[config.mk]
export PLATFORM = sky130hd
export DESIGN_NAME = hex_record_line_encoder
export DESIGN_NICKNAME = d
export VERILOG_FILES = /design/src/hrle_pkg.sv /design/src/hrle_char_seq.sv /design/src/hex_record_line_encoder.sv
export SDC_FILE = /design/constraint.sdc
export NUM_CORES = 1
export LEC_CHECK = 0
export ABC_CLOCK_PERIOD_IN_PS = 4900
export BUFFER_PORTS_ARGS = -buffer_cell sky130_fd_sc_hd__buf_2
export CAP_MARGIN = 20
export CORE_MARGIN = 2
export CORE_UTILIZATION = 50
export CTS_CLUSTER_SIZE = 25
export DETAILED_ROUTE_END_ITERATION = 8
export PLACE_DENSITY = 0.81
export SYNTH_ARGS = -nofsm -noshare
export SYNTH_HDL_FRONTEND = slang
export SYNTH_SLANG_ARGS = --single-unit
[constraint.sdc]
create_clock -name clk -period 4.9 [get_ports clk]
set_input_delay 0.245 -clock clk [delete_from_list [all_inputs] [get_ports clk]]
set_output_delay 0.245 -clock clk [all_outputs]
set_load 0.05 [all_outputs]
[src/hrle_pkg.sv]
// ----------------------------------------------------------------------------
// hrle_pkg
// Shared types, constants and helpers for the S-record line encoder.
// ----------------------------------------------------------------------------
package hrle_pkg;

    // largest data byte count a record may carry
    localparam int unsigned MAX_DATA_BYTES_DEF = 250;

    // operation codes
    localparam logic OP_HEADER = 1'b0;
    localparam logic OP_DATA   = 1'b1;

    // fixed characters
    localparam logic [6:0] CHAR_S       = 7'h53;
    localparam logic [6:0] CHAR_NEWLINE = 7'h0A;
    localparam logic [6:0] CHAR_ZERO    = 7'h30;
    localparam logic [6:0] CHAR_A       = 7'h41;

    // bytes held by one character job: count, up to four address bytes, checksum
    localparam int unsigned JOB_BYTES = 6;

    // input transaction
    typedef struct packed {
        logic        operation;
        logic [3:0]  record_type;
        logic [31:0] address;
        logic [7:0]  byte_count;
        logic [7:0]  data_byte;
    } in_item_t;

    // output transaction
    typedef struct packed {
        logic [6:0] ascii_char;
        logic       last_of_run;
    } out_item_t;

    // characters owed for one input transaction
    typedef struct packed {
        logic                       has_prefix;  // 'S' and type digit first
        logic [3:0]                 type_digit;
        logic [JOB_BYTES-1:0][7:0]  bytes;       // bytes[0] goes out first
        logic [2:0]                 num_bytes;
        logic [3:0]                 num_chars;   // total characters, 2..15
    } job_t;

    // upper-case hex digit of one nibble
    function automatic logic [6:0] hex_char(input logic [3:0] nib);
        logic [6:0] res;
        if (nib < 4'd10)
        begin
            res = CHAR_ZERO + {3'b000, nib};
        end
        else
        begin
            res = CHAR_A + {3'b000, nib - 4'd10};
        end
        return res;
    endfunction

endpackage

[src/hrle_char_seq.sv]
// ----------------------------------------------------------------------------
// hrle_char_seq
// Holds one character job and sends its characters, one per cycle while the
// output is not stalled, through the output register.
// ----------------------------------------------------------------------------
module hrle_char_seq (
    input  logic               clk,
    input  logic               rst_n,
    input  logic               job_load,
    input  hrle_pkg::job_t     job,
    output logic               job_free,
    output logic               out_valid,
    input  logic               out_stall,
    output hrle_pkg::out_item_t out_item
);
    import hrle_pkg::*;

    job_t       job_reg;
    logic       job_valid_reg;
    logic [3:0] idx_reg;
    logic [3:0] idx_next;
    logic       out_valid_reg;
    out_item_t  out_item_reg;

    logic       advance;
    logic       is_last;
    logic [3:0] body_idx;
    logic [7:0] cur_byte;
    logic [3:0] cur_nib;
    logic [6:0] cur_char;

    // step when a job waits and the output register is empty or draining
    assign advance  = job_valid_reg && (!out_valid_reg || !out_stall);
    assign is_last  = (idx_reg == job_reg.num_chars - 4'd1);
    assign job_free = !job_valid_reg || (advance && is_last);
    assign idx_next = is_last ? 4'd0 : idx_reg + 4'd1;

    // pick the current character
    always_comb
    begin
        body_idx = job_reg.has_prefix ? idx_reg - 4'd2 : idx_reg;
        cur_byte = job_reg.bytes[body_idx[3:1]];
        cur_nib  = body_idx[0] ? cur_byte[3:0] : cur_byte[7:4];
        if (job_reg.has_prefix && idx_reg == 4'd0)
        begin
            cur_char = CHAR_S;
        end
        else if (job_reg.has_prefix && idx_reg == 4'd1)
        begin
            cur_char = hex_char(job_reg.type_digit);
        end
        else if (body_idx < {job_reg.num_bytes, 1'b0})
        begin
            cur_char = hex_char(cur_nib);
        end
        else
        begin
            cur_char = CHAR_NEWLINE;
        end
    end

    // job slot and character index
    always_ff @(posedge clk or negedge rst_n)
    begin
        if (!rst_n)
        begin
            job_valid_reg <= 1'b0;
            idx_reg       <= 4'd0;
        end
        else
        begin
            if (advance)
            begin
                idx_reg <= idx_next;
                if (is_last)
                begin
                    job_valid_reg <= 1'b0;
                end
            end
            if (job_load)
            begin
                job_valid_reg <= 1'b1;
            end
        end
    end

    // job payload
    always_ff @(posedge clk)
    begin
        if (job_load)
        begin
            job_reg <= job;
        end
    end

    // output register valid
    always_ff @(posedge clk or negedge rst_n)
    begin
        if (!rst_n)
        begin
            out_valid_reg <= 1'b0;
        end
        else if (advance)
        begin
            out_valid_reg <= 1'b1;
        end
        else if (!out_stall)
        begin
            out_valid_reg <= 1'b0;
        end
    end

    // output register payload
    always_ff @(posedge clk)
    begin
        if (advance)
        begin
            out_item_reg.ascii_char  <= cur_char;
            out_item_reg.last_of_run <= is_last;
        end
    end

    assign out_valid = out_valid_reg;
    assign out_item  = out_item_reg;

endmodule

[src/hex_record_line_encoder.sv]
// ----------------------------------------------------------------------------
// hex_record_line_encoder
// S-record line encoder: header and data transactions in, ASCII characters
// of the record line out.
// ----------------------------------------------------------------------------
//  channel | direction | handshake           | payload
//  in      | input     | in_valid / in_stall | in_item  (hrle_pkg::in_item_t)
//  out     | output    | out_valid/out_stall | out_item (hrle_pkg::out_item_t)
//
//  One character leaves per cycle while out is not stalled; a transaction is
//  taken once the previous one is down to its final character, so a data byte
//  yields 2 characters (5 with checksum and newline) and a header 8 to 15.
//  Stray data and unknown record types are taken and produce no characters.
//  Reset clears the checksum, the open-record count and both valid flags.
//  A stall on out holds the current character and backs up into in_stall.
// ----------------------------------------------------------------------------
module hex_record_line_encoder #(
    parameter int unsigned MAX_DATA_BYTES = hrle_pkg::MAX_DATA_BYTES_DEF
) (
    input  logic                clk,
    input  logic                rst_n,
    input  logic                in_valid,
    output logic                in_stall,
    input  hrle_pkg::in_item_t  in_item,
    output logic                out_valid,
    input  logic                out_stall,
    output hrle_pkg::out_item_t out_item
);
    import hrle_pkg::*;

    localparam logic [7:0] MAX_BYTES = 8'(MAX_DATA_BYTES);

    logic [7:0] running_sum_reg;
    logic [7:0] running_sum_next;
    logic [7:0] bytes_remaining_reg;
    logic [7:0] bytes_remaining_next;

    logic       accept;
    logic       job_free;
    logic       job_load;
    job_t       job;

    logic [2:0] addr_bytes;
    logic       type_ok;
    logic [7:0] count_clamped;
    logic [7:0] count_byte;
    logic [7:0] addr_b2;
    logic [7:0] addr_b3;
    logic [7:0] hdr_sum;
    logic [7:0] data_sum;
    logic       count_zero;
    logic       data_last;

    assign in_stall = !job_free;
    assign accept   = in_valid && !in_stall;

    // header field decode
    always_comb
    begin
        type_ok = 1'b1;
        case (in_item.record_type)
            4'd0, 4'd1, 4'd4, 4'd5, 4'd6, 4'd9: addr_bytes = 3'd2;
            4'd2, 4'd8:                         addr_bytes = 3'd3;
            4'd3, 4'd7:                         addr_bytes = 3'd4;
            default:
            begin
                addr_bytes = 3'd2;
                type_ok    = 1'b0;
            end
        endcase
        count_clamped = (in_item.byte_count > MAX_BYTES) ? MAX_BYTES : in_item.byte_count;
        count_byte    = count_clamped + {5'd0, addr_bytes} + 8'd1;
        addr_b2       = (addr_bytes >= 3'd3) ? in_item.address[23:16] : 8'd0;
        addr_b3       = (addr_bytes == 3'd4) ? in_item.address[31:24] : 8'd0;
        hdr_sum       = count_byte + addr_b3 + addr_b2
                        + in_item.address[15:8] + in_item.address[7:0];
        count_zero    = (count_clamped == 8'd0);
        data_sum      = running_sum_reg + in_item.data_byte;
        data_last     = (bytes_remaining_reg == 8'd1);
    end

    // build the character job and the next record state
    always_comb
    begin
        job                  = '0;
        job_load             = 1'b0;
        running_sum_next     = running_sum_reg;
        bytes_remaining_next = bytes_remaining_reg;
        if (in_item.operation == OP_HEADER)
        begin
            running_sum_next     = 8'd0;
            bytes_remaining_next = 8'd0;
            if (type_ok)
            begin
                job_load        = accept;
                job.has_prefix  = 1'b1;
                job.type_digit  = in_item.record_type;
                job.bytes[0]    = count_byte;
                case (addr_bytes)
                    3'd3:
                    begin
                        job.bytes[1] = in_item.address[23:16];
                        job.bytes[2] = in_item.address[15:8];
                        job.bytes[3] = in_item.address[7:0];
                        job.bytes[4] = ~hdr_sum;
                    end
                    3'd4:
                    begin
                        job.bytes[1] = in_item.address[31:24];
                        job.bytes[2] = in_item.address[23:16];
                        job.bytes[3] = in_item.address[15:8];
                        job.bytes[4] = in_item.address[7:0];
                        job.bytes[5] = ~hdr_sum;
                    end
                    default:
                    begin
                        job.bytes[1] = in_item.address[15:8];
                        job.bytes[2] = in_item.address[7:0];
                        job.bytes[3] = ~hdr_sum;
                    end
                endcase
                // checksum byte and newline only for an empty record
                job.num_bytes = addr_bytes + 3'd1 + {2'b00, count_zero};
                job.num_chars = 4'd2 + {job.num_bytes, 1'b0} + {3'b000, count_zero};
                running_sum_next = hdr_sum;
                bytes_remaining_next = count_clamped;
            end
        end
        else if (bytes_remaining_reg != 8'd0)
        begin
            job_load             = accept;
            job.bytes[0]         = in_item.data_byte;
            job.bytes[1]         = ~data_sum;
            job.num_bytes        = data_last ? 3'd2 : 3'd1;
            job.num_chars        = data_last ? 4'd5 : 4'd2;
            running_sum_next     = data_sum;
            bytes_remaining_next = bytes_remaining_reg - 8'd1;
        end
    end

    // record state
    always_ff @(posedge clk or negedge rst_n)
    begin
        if (!rst_n)
        begin
            running_sum_reg     <= 8'd0;
            bytes_remaining_reg <= 8'd0;
        end
        else if (accept)
        begin
            running_sum_reg     <= running_sum_next;
            bytes_remaining_reg <= bytes_remaining_next;
        end
    end

    // character sequencer and output register
    hrle_char_seq u_seq (
        .clk       (clk),
        .rst_n     (rst_n),
        .job_load  (job_load),
        .job       (job),
        .job_free  (job_free),
        .out_valid (out_valid),
        .out_stall (out_stall),
        .out_item  (out_item)
    );

endmodule

==> metrics, run 1 <==
status=complete, but fails checks; failing checks=setup timing; Avg Inst Size Synth=9.77 um2; initial antenna violation count=0; commonest non-fill, non-tap cell in the layout=inv_1; wire per inst=18.5 um; worst-margin pin slew=910 ps; Req. time, crit path=5110 ps; Slew Viols, Final=0; Max clock buf depth=2; Initial DRT Pass Iterations=8; top-area cell type share of the netlist area=0.294; via count=5921; crit path launch type=input pin; vias in the first global route=5650; endpoint class of the critical path=register; DPL Wire Length=13300 um; Worst-Skew Late Latency=360 ps; Async SR Flop Fraction=0.244; Syn Std Cell Area=0.00695 mm2; # diodes=0; Place WS=-462 ps; Sink Count=90; leakage power=0.00344 uW; FMAX=0.201 GHz; CTS root buffer=clkbuf_16; total track usage=0.255; GPL Wtd Cong=0.941; initial DRC count=692; register area share after synthesis=0.373; clock transition at the registers of the reported paths=70 ps; crit path kind=input pin to register; core area=0.0137 mm2; CTS tree=done; post-synthesis cell type count=70; layout net count=927; Final setup viols=6; synth warn=0; Final Core Density=0.604; Min-Delay Path Class=input pin to register; largest cells by area after synthesis=edfxtp_1, dfrtp_1, ha_1; fin worst setup slack=-77.8 ps; CP Max Fanout=4; peak supply drop=0.313 mV; Starting Density=0.506; die width=122 um; CP arrival=5190 ps; flop-to-flop setup slack=1480 ps; fillers=1120; Multi-input gate area=0.00411 mm2; area leader, netlist=edfxtp_1; RSZ-0062 raised after global routing=true; die height=122 um; CTS buffer count=9; Rows=43; syn nets=828; antenna violation net count after detailed routing=0; final wirelength=18400 um; crit path time final=4980 ps; first-pass GRT wire length=28900 um; Cells after Synth=711; H-tree levels=3; register bit total from synthesis=90; Power Density=527 mW/mm2; number of remaining DRC errors=0; fraction of layout cells with a size suffix above 1=0.239; Hold Vio Cnt, Final=0; die area=0.0149 mm2; area occupied by registers=0.00259 mm2; highest-count cells in the layout ignoring fill and taps=inv_1, edfxtp_1, nand2_1, buf_2, buf_4; Synth Flop Type=edfxtp_1; vias per cell=5.95; gr ovfl total=0; EDFF count, synth=68; # port buffers=66; # IOs=67; Worst Skew=9.61 ps; max reg flops=60; Area growth syn-to-layout=19.2%; max-cap viol count=0; largest net degree at the start of global routing=61; slew margin rel.=0.394; fin crit share=1.02
==> metal layers <==
metal  track usage  share of wire  routed length [um]
met5             0              0                   0
met4         0.123          0.047                 857
met3        0.0360          0.075                1380
met2         0.416           0.48                8760
met1         0.337           0.40                7430
==> critical path, stage by stage <==
cell and delay, ps:
buf_8 100, xnor2_2 120, or3_4 380, ha_4 190
inv_4 60, nand2_4 50, ha_4 170, fa_2 600
fa_1 470, fa_1 590, fa_1 440, inv_1 80
ha_2 190, inv_2 40, fa_2 410, nor2b_4 130
o31a_1 140, o21ai_1 70, nand2b_1 110, xnor3_2 300
nand2b_4 160, a21oi_2 140
==> cell usage after synthesis, types with 4 or more instances <==
master    count
inv_1        78
edfxtp_1     68
nand2_1      65
nor2_1       42
o21ai_0      39
ha_1         38
a21oi_1      35
mux2i_1      32
xnor2_1      27
o22ai_1      24
dfrtp_1      22
fa_1         22
clkbuf_1     21
a221oi_1     20
a211oi_1     17
nand2b_1     13
nor2b_1      11
nor3_1       11
and3_1        9
nand3_1       8
o21a_1        7
o21ai_1       7
xor2_1        7
and2_1        6
a221o_1       5
a22oi_1       5
buf_2         5
or3_1         5
a21o_1        4
buf_6         4
==> stage by stage <==
stage / setup TNS (ps) / instance area [um2] / power (uW) / instances / hold WS [ps]
CTS: -29.0 / 8110 / 4260 / 993 / 131
finish: -211 / 8280 / 4370 / 995 / 128
floorplan: -109 / 7000 / 2890 / 711 / -50.6
global route: -1740 / 8280 / 4640 / 995 / 145
detailed placement: -5400 / 7750 / 3560 / 973 / 269
global placement: -3960 / 7750 / 3480 / 973 / 269
==> final cells by class <==
type,instances,share of cell area
tap,180,0.0272
inverter,79,0.0361
clock buffer,9,0.0272
clock inverter,7,0.00635
timing repair buffer,122,0.0943
sequential,90,0.313
multi-input combinational,508,0.496
==> final timing paths <==
kind | from | to | depth (start not counted)
worst min-delay path | out_stall | u_seq.out_valid | 3
min in group asynchronous | rst_n | running_sum_reg[5] | 2
worst max-delay path | in_item[49] | u_seq.job_reg[46] | 22
worst max register to register | u_seq.idx_reg[1] | u_seq.out_item[2] | 10
worst min register to register | u_seq.out_valid | u_seq.out_valid | 2
max in group asynchronous | rst_n | u_seq.out_valid | 2
==> cell families (layout without fill, tap and decap cells) <==
group / Yosys count / after routing / share of synthesized area
adders and majority gates: 60 / 60 / 0.132
DFF: 90 / 90 / 0.373
AOI/OAI and AO/OA: 187 / 187 / 0.183
buffers and inverters: 113 / 217 / 0.0697
and+or+nand+nor: 189 / 189 / 0.134
muxes: 35 / 35 / 0.0558
xor gates and xnor gates: 37 / 37 / 0.0524
==> power breakdown <==
group	leakage, uW	switching [uW]	internal, uW
logic	0.00243	1420	1110
registers	0.000872	120	1040
clock network	0.000137	324	349
==> timing repair <==
| action | CTS | global route |
|---|---|---|
| setup buffers | 3 | 2 |
| pin swaps | 11 | 29 |
| endpoints found under the hold margin | 22 | 0 |
| gates cloned | 0 | 0 |
| hold buffers | 1 | 0 |
| setup endpoints to repair | 6 | 14 |
| resized for setup | 8 | 38 |
Power figures use the tool's default switching activity.
==> inputs of run 2 (changes only) <==
--- a/config.mk
+++ b/config.mk
@@ -5,6 +5,7 @@
 export SDC_FILE = /design/constraint.sdc
 export NUM_CORES = 1
 export LEC_CHECK = 0
+export ABC_AREA = 1
 export ABC_CLOCK_PERIOD_IN_PS = 4900
 export BUFFER_PORTS_ARGS = -buffer_cell sky130_fd_sc_hd__buf_2
 export CAP_MARGIN = 20
==> run 2 against run 1 <==
Compared with the run above: the run now ends clean; area after synthesis rose by 1.5%; flip-flop and latch count did not move; non-clock buffer count fell by 5; global-route usage rose by 0.99 points; critical endpoint is now u_seq.job_reg[38].
==> metrics, run 2 <==
DPL Wire Length=14300 um; Async SR Flop Fraction=0.244; # port buffers=66; Initial DRT Pass Iterations=5; CTS buffer count=9; slew margin rel.=0.297; synth warn=0; # diodes=0; number of remaining DRC errors=0; gr ovfl total=0; vias per cell=5.51; post-synthesis simple-gate area fraction=0.234; # IOs=67; status=complete, no violations; CTS root buffer=clkbuf_16; total track usage=0.265; final wirelength=19300 um; fin worst setup slack=191 ps; clock transition at the registers of the reported paths=70 ps; most frequent cell after synthesis=nand2_1; initial DRC count=594; largest net degree at the start of global routing=61; post-synthesis cell type count=46; Area growth syn-to-layout=18.6%; xor and xnor area share after synthesis=0.0373; Sink Count=90; Multi-input gate area=0.00388 mm2; Cells after Synth=898; Place WS=-318 ps; Starting Density=0.510; crit path kind=input pin to register; crit path launch type=input pin; die height=123 um; initial antenna violation count=0; Max clock buf depth=2; Rows=43; largest family of logic cells by synthesized area=simple AND/OR/NAND/NOR gates; Avg Inst Size Synth=7.85 um2; FMAX=0.212 GHz; EDFF count, synth=68; Worst-Skew Late Latency=350 ps; fraction of layout cells with a size suffix above 1=0.195; syn nets=1015; wire per inst=16.3 um; via count=6522; Synth Area in Adders=0.130; area occupied by registers=0.00259 mm2; Min-Delay Path Class=input pin to register; Hold Vio Cnt, Final=0; CTS tree=done; crit path time final=4710 ps; CP arrival=4790 ps; max-cap viol count=0; largest cells by area after synthesis=edfxtp_1, nand2_1, inv_1; Req. time, crit path=4980 ps; Final setup viols=0; endpoint class of the critical path=register; top-area cell type share of the netlist area=0.290; Compound-Gate Fraction of Synth Area=0.117; leakage power=0.00410 uW; peak supply drop=0.246 mV; antenna violation net count after detailed routing=0; first-pass GRT wire length=30400 um; max reg flops=60; Power Density=528 mW/mm2; worst-margin pin slew=1050 ps; Syn Std Cell Area=0.00705 mm2; Synth Flop Type=edfxtp_1; highest-count cells in the layout ignoring fill and taps=nand2_1, inv_1, nand3_1; die width=123 um; commonest non-fill, non-tap cell in the layout=nand2_1; vias in the first global route=6144; post-synthesis mux area share=0; Worst Skew=7.49 ps; register area share after synthesis=0.368; area leader, netlist=edfxtp_1; die area=0.0151 mm2; core area=0.0138 mm2; GPL Wtd Cong=0.933; layout net count=1116; H-tree levels=3; fillers=1142; register bit total from synthesis=90; fin crit share=0.961; hold slack=118 ps; Slew Viols, Final=0; CP Max Fanout=3; most frequent cells after synthesis=nand2_1, inv_1, nand3_1, edfxtp_1, o21ai_0
-- run 2: changes by cell type in the layout (fill, tap and decap cells not counted), sizes merged, moves of 8 or more --
cell / before / now
and3: 9 / 1
xor2: 8 / 19
nor2b: 11 / 0
a211oi: 18 / 2
nand3: 9 / 89
a221oi: 20 / 0
mux2i: 32 / 0
nand2: 65 / 214
xnor2: 28 / 11
o21ai: 47 / 64
inv: 81 / 176
nand2b: 13 / 0
-- run 2: layout make-up --
type / count / share of cell area
inverter: 175 / 0.0789
multi-input combinational: 606 / 0.464
clock buffer: 10 / 0.0286
sequential: 90 / 0.310
tap: 180 / 0.0269
timing repair buffer: 117 / 0.0861
clock inverter: 6 / 0.00584
-- run 2: path summary, 6_finish.rpt --
check	from	endpoint	slack (ps)	depth (start not counted)
max	in_item[51]	u_seq.job_reg[38]	190	28
min	out_stall	u_seq.out_valid	120	3
max reg2reg	u_seq.idx_reg[1]	u_seq.out_item[3]	1960	17
min reg2reg	running_sum_reg[5]	running_sum_reg[5]	490	2
max in group asynchronous	rst_n	u_seq.idx_reg[1]	4120	2
min in group asynchronous	rst_n	bytes_remaining_reg[7]	410	2
-- run 2: timing repair --
item                       CTS  global route
hold endpoints to repair    22             0
buffers inserted             0             3
resized for setup            0            39
setup endpoints to repair    0            16
hold buffers                 1             0
-- run 2: cells by family (layout without fill, tap and decap cells) --
logic type,count (synthesis),in the layout
compound gates,143,143
xor+xnor,30,30
fa+ha+maj,60,60
buf+inv,202,308
flops,90,90
simple gates,373,373
-- run 2: critical path, cell delays in order --
cell      delay [ps]
buf_2            100
buf_4            110
nand2_1           50
nand2_2           80
nand3_4           90
buf_6            140
inv_1             80
nand2_2           80
ha_4             180
fa_2             400
o21ai_4          200
buf_4            140
xor2_2            90
fa_1             490
inv_1             50
fa_1             530
inv_1             50
fa_1             530
inv_1             60
ha_4             240
a21oi_2          140
or2_4            140
nand3_1           70
nand2_1           70
nand2_1           70
nand3b_1         190
nand2_2          100
o21ai_0           70
-- run 2: per-stage QoR --
step	setup TNS, ps	utilization	std cells	cell area, um2	power, uW
after floorplan	0	-	898	7070	2980
after global placement	-1480	0.568	1165	7850	3550
after detailed placement	-2910	0.568	1165	7850	3620
after CTS	0	0.589	1182	8150	4310
after global routing	-124	0.605	1184	8360	4770
final	0	0.605	1184	8360	4420
-- run 2: routing by layer --
layer	global-route usage	part of all wire	wire [um]	vias to the layer above
met2	0.436	0.47	9130	328
met5	0	0	0	-
met4	0.141	0.048	922	0
met1	0.331	0.40	7670	3008
met3	0.0479	0.080	1540	67
li1	-	-	-	3119
-- run 2: power by group --
group | internal, uW | switching (uW)
sequential | 1080 | 123
combinational | 931 | 1600
clock | 364 | 316
total | 2370 | 2040
==> inputs of run 3 (changes only) <==
--- a/config.mk
+++ b/config.mk
@@ -13,7 +13,7 @@
 export CORE_UTILIZATION = 50
 export CTS_CLUSTER_SIZE = 25
 export DETAILED_ROUTE_END_ITERATION = 8
-export PLACE_DENSITY = 0.81
+export PLACE_DENSITY_LB_ADDON = 0.25
 export SYNTH_ARGS = -nofsm -noshare
 export SYNTH_HDL_FRONTEND = slang
 export SYNTH_SLANG_ARGS = --single-unit
==> run 3 against run 2 <==
Compared with the run above: sequential power about the same; core utilization about the same; die area unchanged; final area about the same; non-clock buffer count unchanged; fmax down 0.28%; via count down 2.7%; global-route usage down 0.24 points; clock skew up 4.0 ps; critical path type unchanged; largest power group unchanged.
==> metrics, run 3 (synthesis gave the netlist of run 2 again) <==
status=complete, no violations; CP Max Fanout=4; worst-margin pin slew=1010 ps; worst r2r src=u_seq.job_reg[0]; core area=0.0138 mm2; sw power=2010 uW; FMAX=0.212 GHz; Power, Total=4430 uW; Final setup viols=0; CTS tree=done; Buffers & Inverters on Critical Path=9; Final TNS setup=0 ps; Req. time, crit path=4980 ps; Internal=2420 uW; initial antenna violation count=0; crit path time final=4720 ps; M1 GR Usage=0.373; initial DRC count=656; Place WS=-316 ps; area occupied by registers=0.00259 mm2; Worst Skew=11.5 ps; fin crit share=0.964; wire per inst=16.0 um; # diodes=0; largest net degree at the start of global routing=39; Most common cell on crit path=inv_1; Clock power frac=0.158; crit path launch type=input pin; via count=6346; CP arrival=4810 ps; number of remaining DRC errors=0; Multi-input gate area=0.00387 mm2; highest-count cells in the layout ignoring fill and taps=nand2_1, inv_1, nand3_1; leakage power=0.00411 uW; crit-path max cell delay=530 ps; final wirelength=18900 um; vias per cell=5.36; H-tree levels=3; # IOs=67; Worst-Skew Late Latency=350 ps; Hold Crit Start=out_stall; commonest non-fill, non-tap cell in the layout=nand2_1; Rows=43; die area=0.0151 mm2; first-pass GRT wire length=30100 um; Logic pwr share=0.573; layout net count=1116; Power Density=530 mW/mm2; Min-Delay Path Class=input pin to register; fillers=1206; reg2reg end=u_seq.job_reg[32]; hold depth=3; die width=123 um; reg2reg path depth=10; Hold Vio Cnt, Final=0; max reg flops=60; # port buffers=66; Initial DRT Pass Iterations=6; vias in the first global route=5889; Area growth syn-to-layout=18.6%; fin worst setup slack=178 ps; CTS root buffer=clkbuf_16; Max clock buf depth=2; peak supply drop=0.272 mV; gr ovfl total=0; family with the most delay on the worst path=adder cells; DPL Wire Length=14400 um; met3 GRT Util=0.0367; GRT busiest layer=met2; max-cap viol count=0; die height=123 um; met2 Use GR=0.401; crit path kind=input pin to register; fraction of layout cells with a size suffix above 1=0.196; slew margin rel.=0.328; Starting Density=0.510; Sink Count=90; Net Sw Frac=0.455; flop-to-flop setup slack=1880 ps; endpoint class of the critical path=register; clock transition at the registers of the reported paths=70 ps; CTS buffer count=9; GPL Wtd Cong=0.951; Flop pwr share=0.270; hold endpoint=u_seq.out_valid; Slew Viols, Final=0; total track usage=0.263; critical path's slowest cell=fa_1; antenna violation net count after detailed routing=0
[run 3: cell types whose count changed in the layout (fill, tap and decap cells not counted), sizes merged]
cell    delta
inv        -3
clkinv     +2
bufinv     +1
[run 3: worst min-delay path: cells and delay by family]
kind	cells	cell delay, ps
buf+inv	1	70
simple gates	2	130
[run 3: timing repair]
| action | in CTS | in global routing |
|---|---|---|
| endpoints found under the hold margin | 22 | 0 |
| setup buffers | 0 | 2 |
| hold buffers | 1 | 0 |
| setup endpoints to repair | 0 | 14 |
| gates resized for setup | 0 | 44 |
[run 3: per-layer routing]
layer / share of wire / vias to the layer above
li1: - / 3123
met5: 0 / -
met2: 0.46 / 296
met1: 0.43 / 2883
met4: 0.034 / 0
met3: 0.070 / 44
[run 3: metrics by stage]
stage               instances   util  instance area (um2)  hold WS, ps
floorplan                 898      -                 7070        -50.6
global placement         1165  0.568                 7850          271
detailed placement       1165  0.568                 7850          269
CTS                      1182  0.590                 8160          122
global route             1184  0.605                 8360          141
finish                   1184  0.605                 8360          137
[run 3: final cells by class]
cell class,instances,share of cell area
Multi-Input combinational cell,606,0.462
Sequential cell,90,0.310
Timing Repair Buffer,117,0.0859
Inverter,175,0.0796
Clock buffer,10,0.0274
Tap cell,180,0.0269
Clock inverter,6,0.00793
[run 3: worst max-delay path by stage]
stage                      startpoint           endpoint  slack [ps]  cells after the start
after CTS                 in_item[51]  u_seq.job_reg[37]          30                     26
after global routing      in_item[51]  u_seq.job_reg[45]         -50                     28
after detailed placement  in_item[51]  u_seq.job_reg[37]        -320                     26
final                     in_item[51]  u_seq.job_reg[45]         180                     28
after global placement    in_item[51]  u_seq.job_reg[45]        -230                     27
after floorplan           in_item[51]  u_seq.job_reg[38]           2                     25
[run 3: power by group through the flow]
| stage | combinational, uW | clock (uW) | sequential (uW) |
|---|---|---|---|
| after detailed placement | 2450 | 0 | 1210 |
| after CTS | 2460 | 706 | 1200 |
| after global placement | 2400 | 0 | 1210 |
| after global routing | 2830 | 730 | 1220 |
| final | 2540 | 699 | 1200 |
| after floorplan | 1660 | 0 | 1320 |
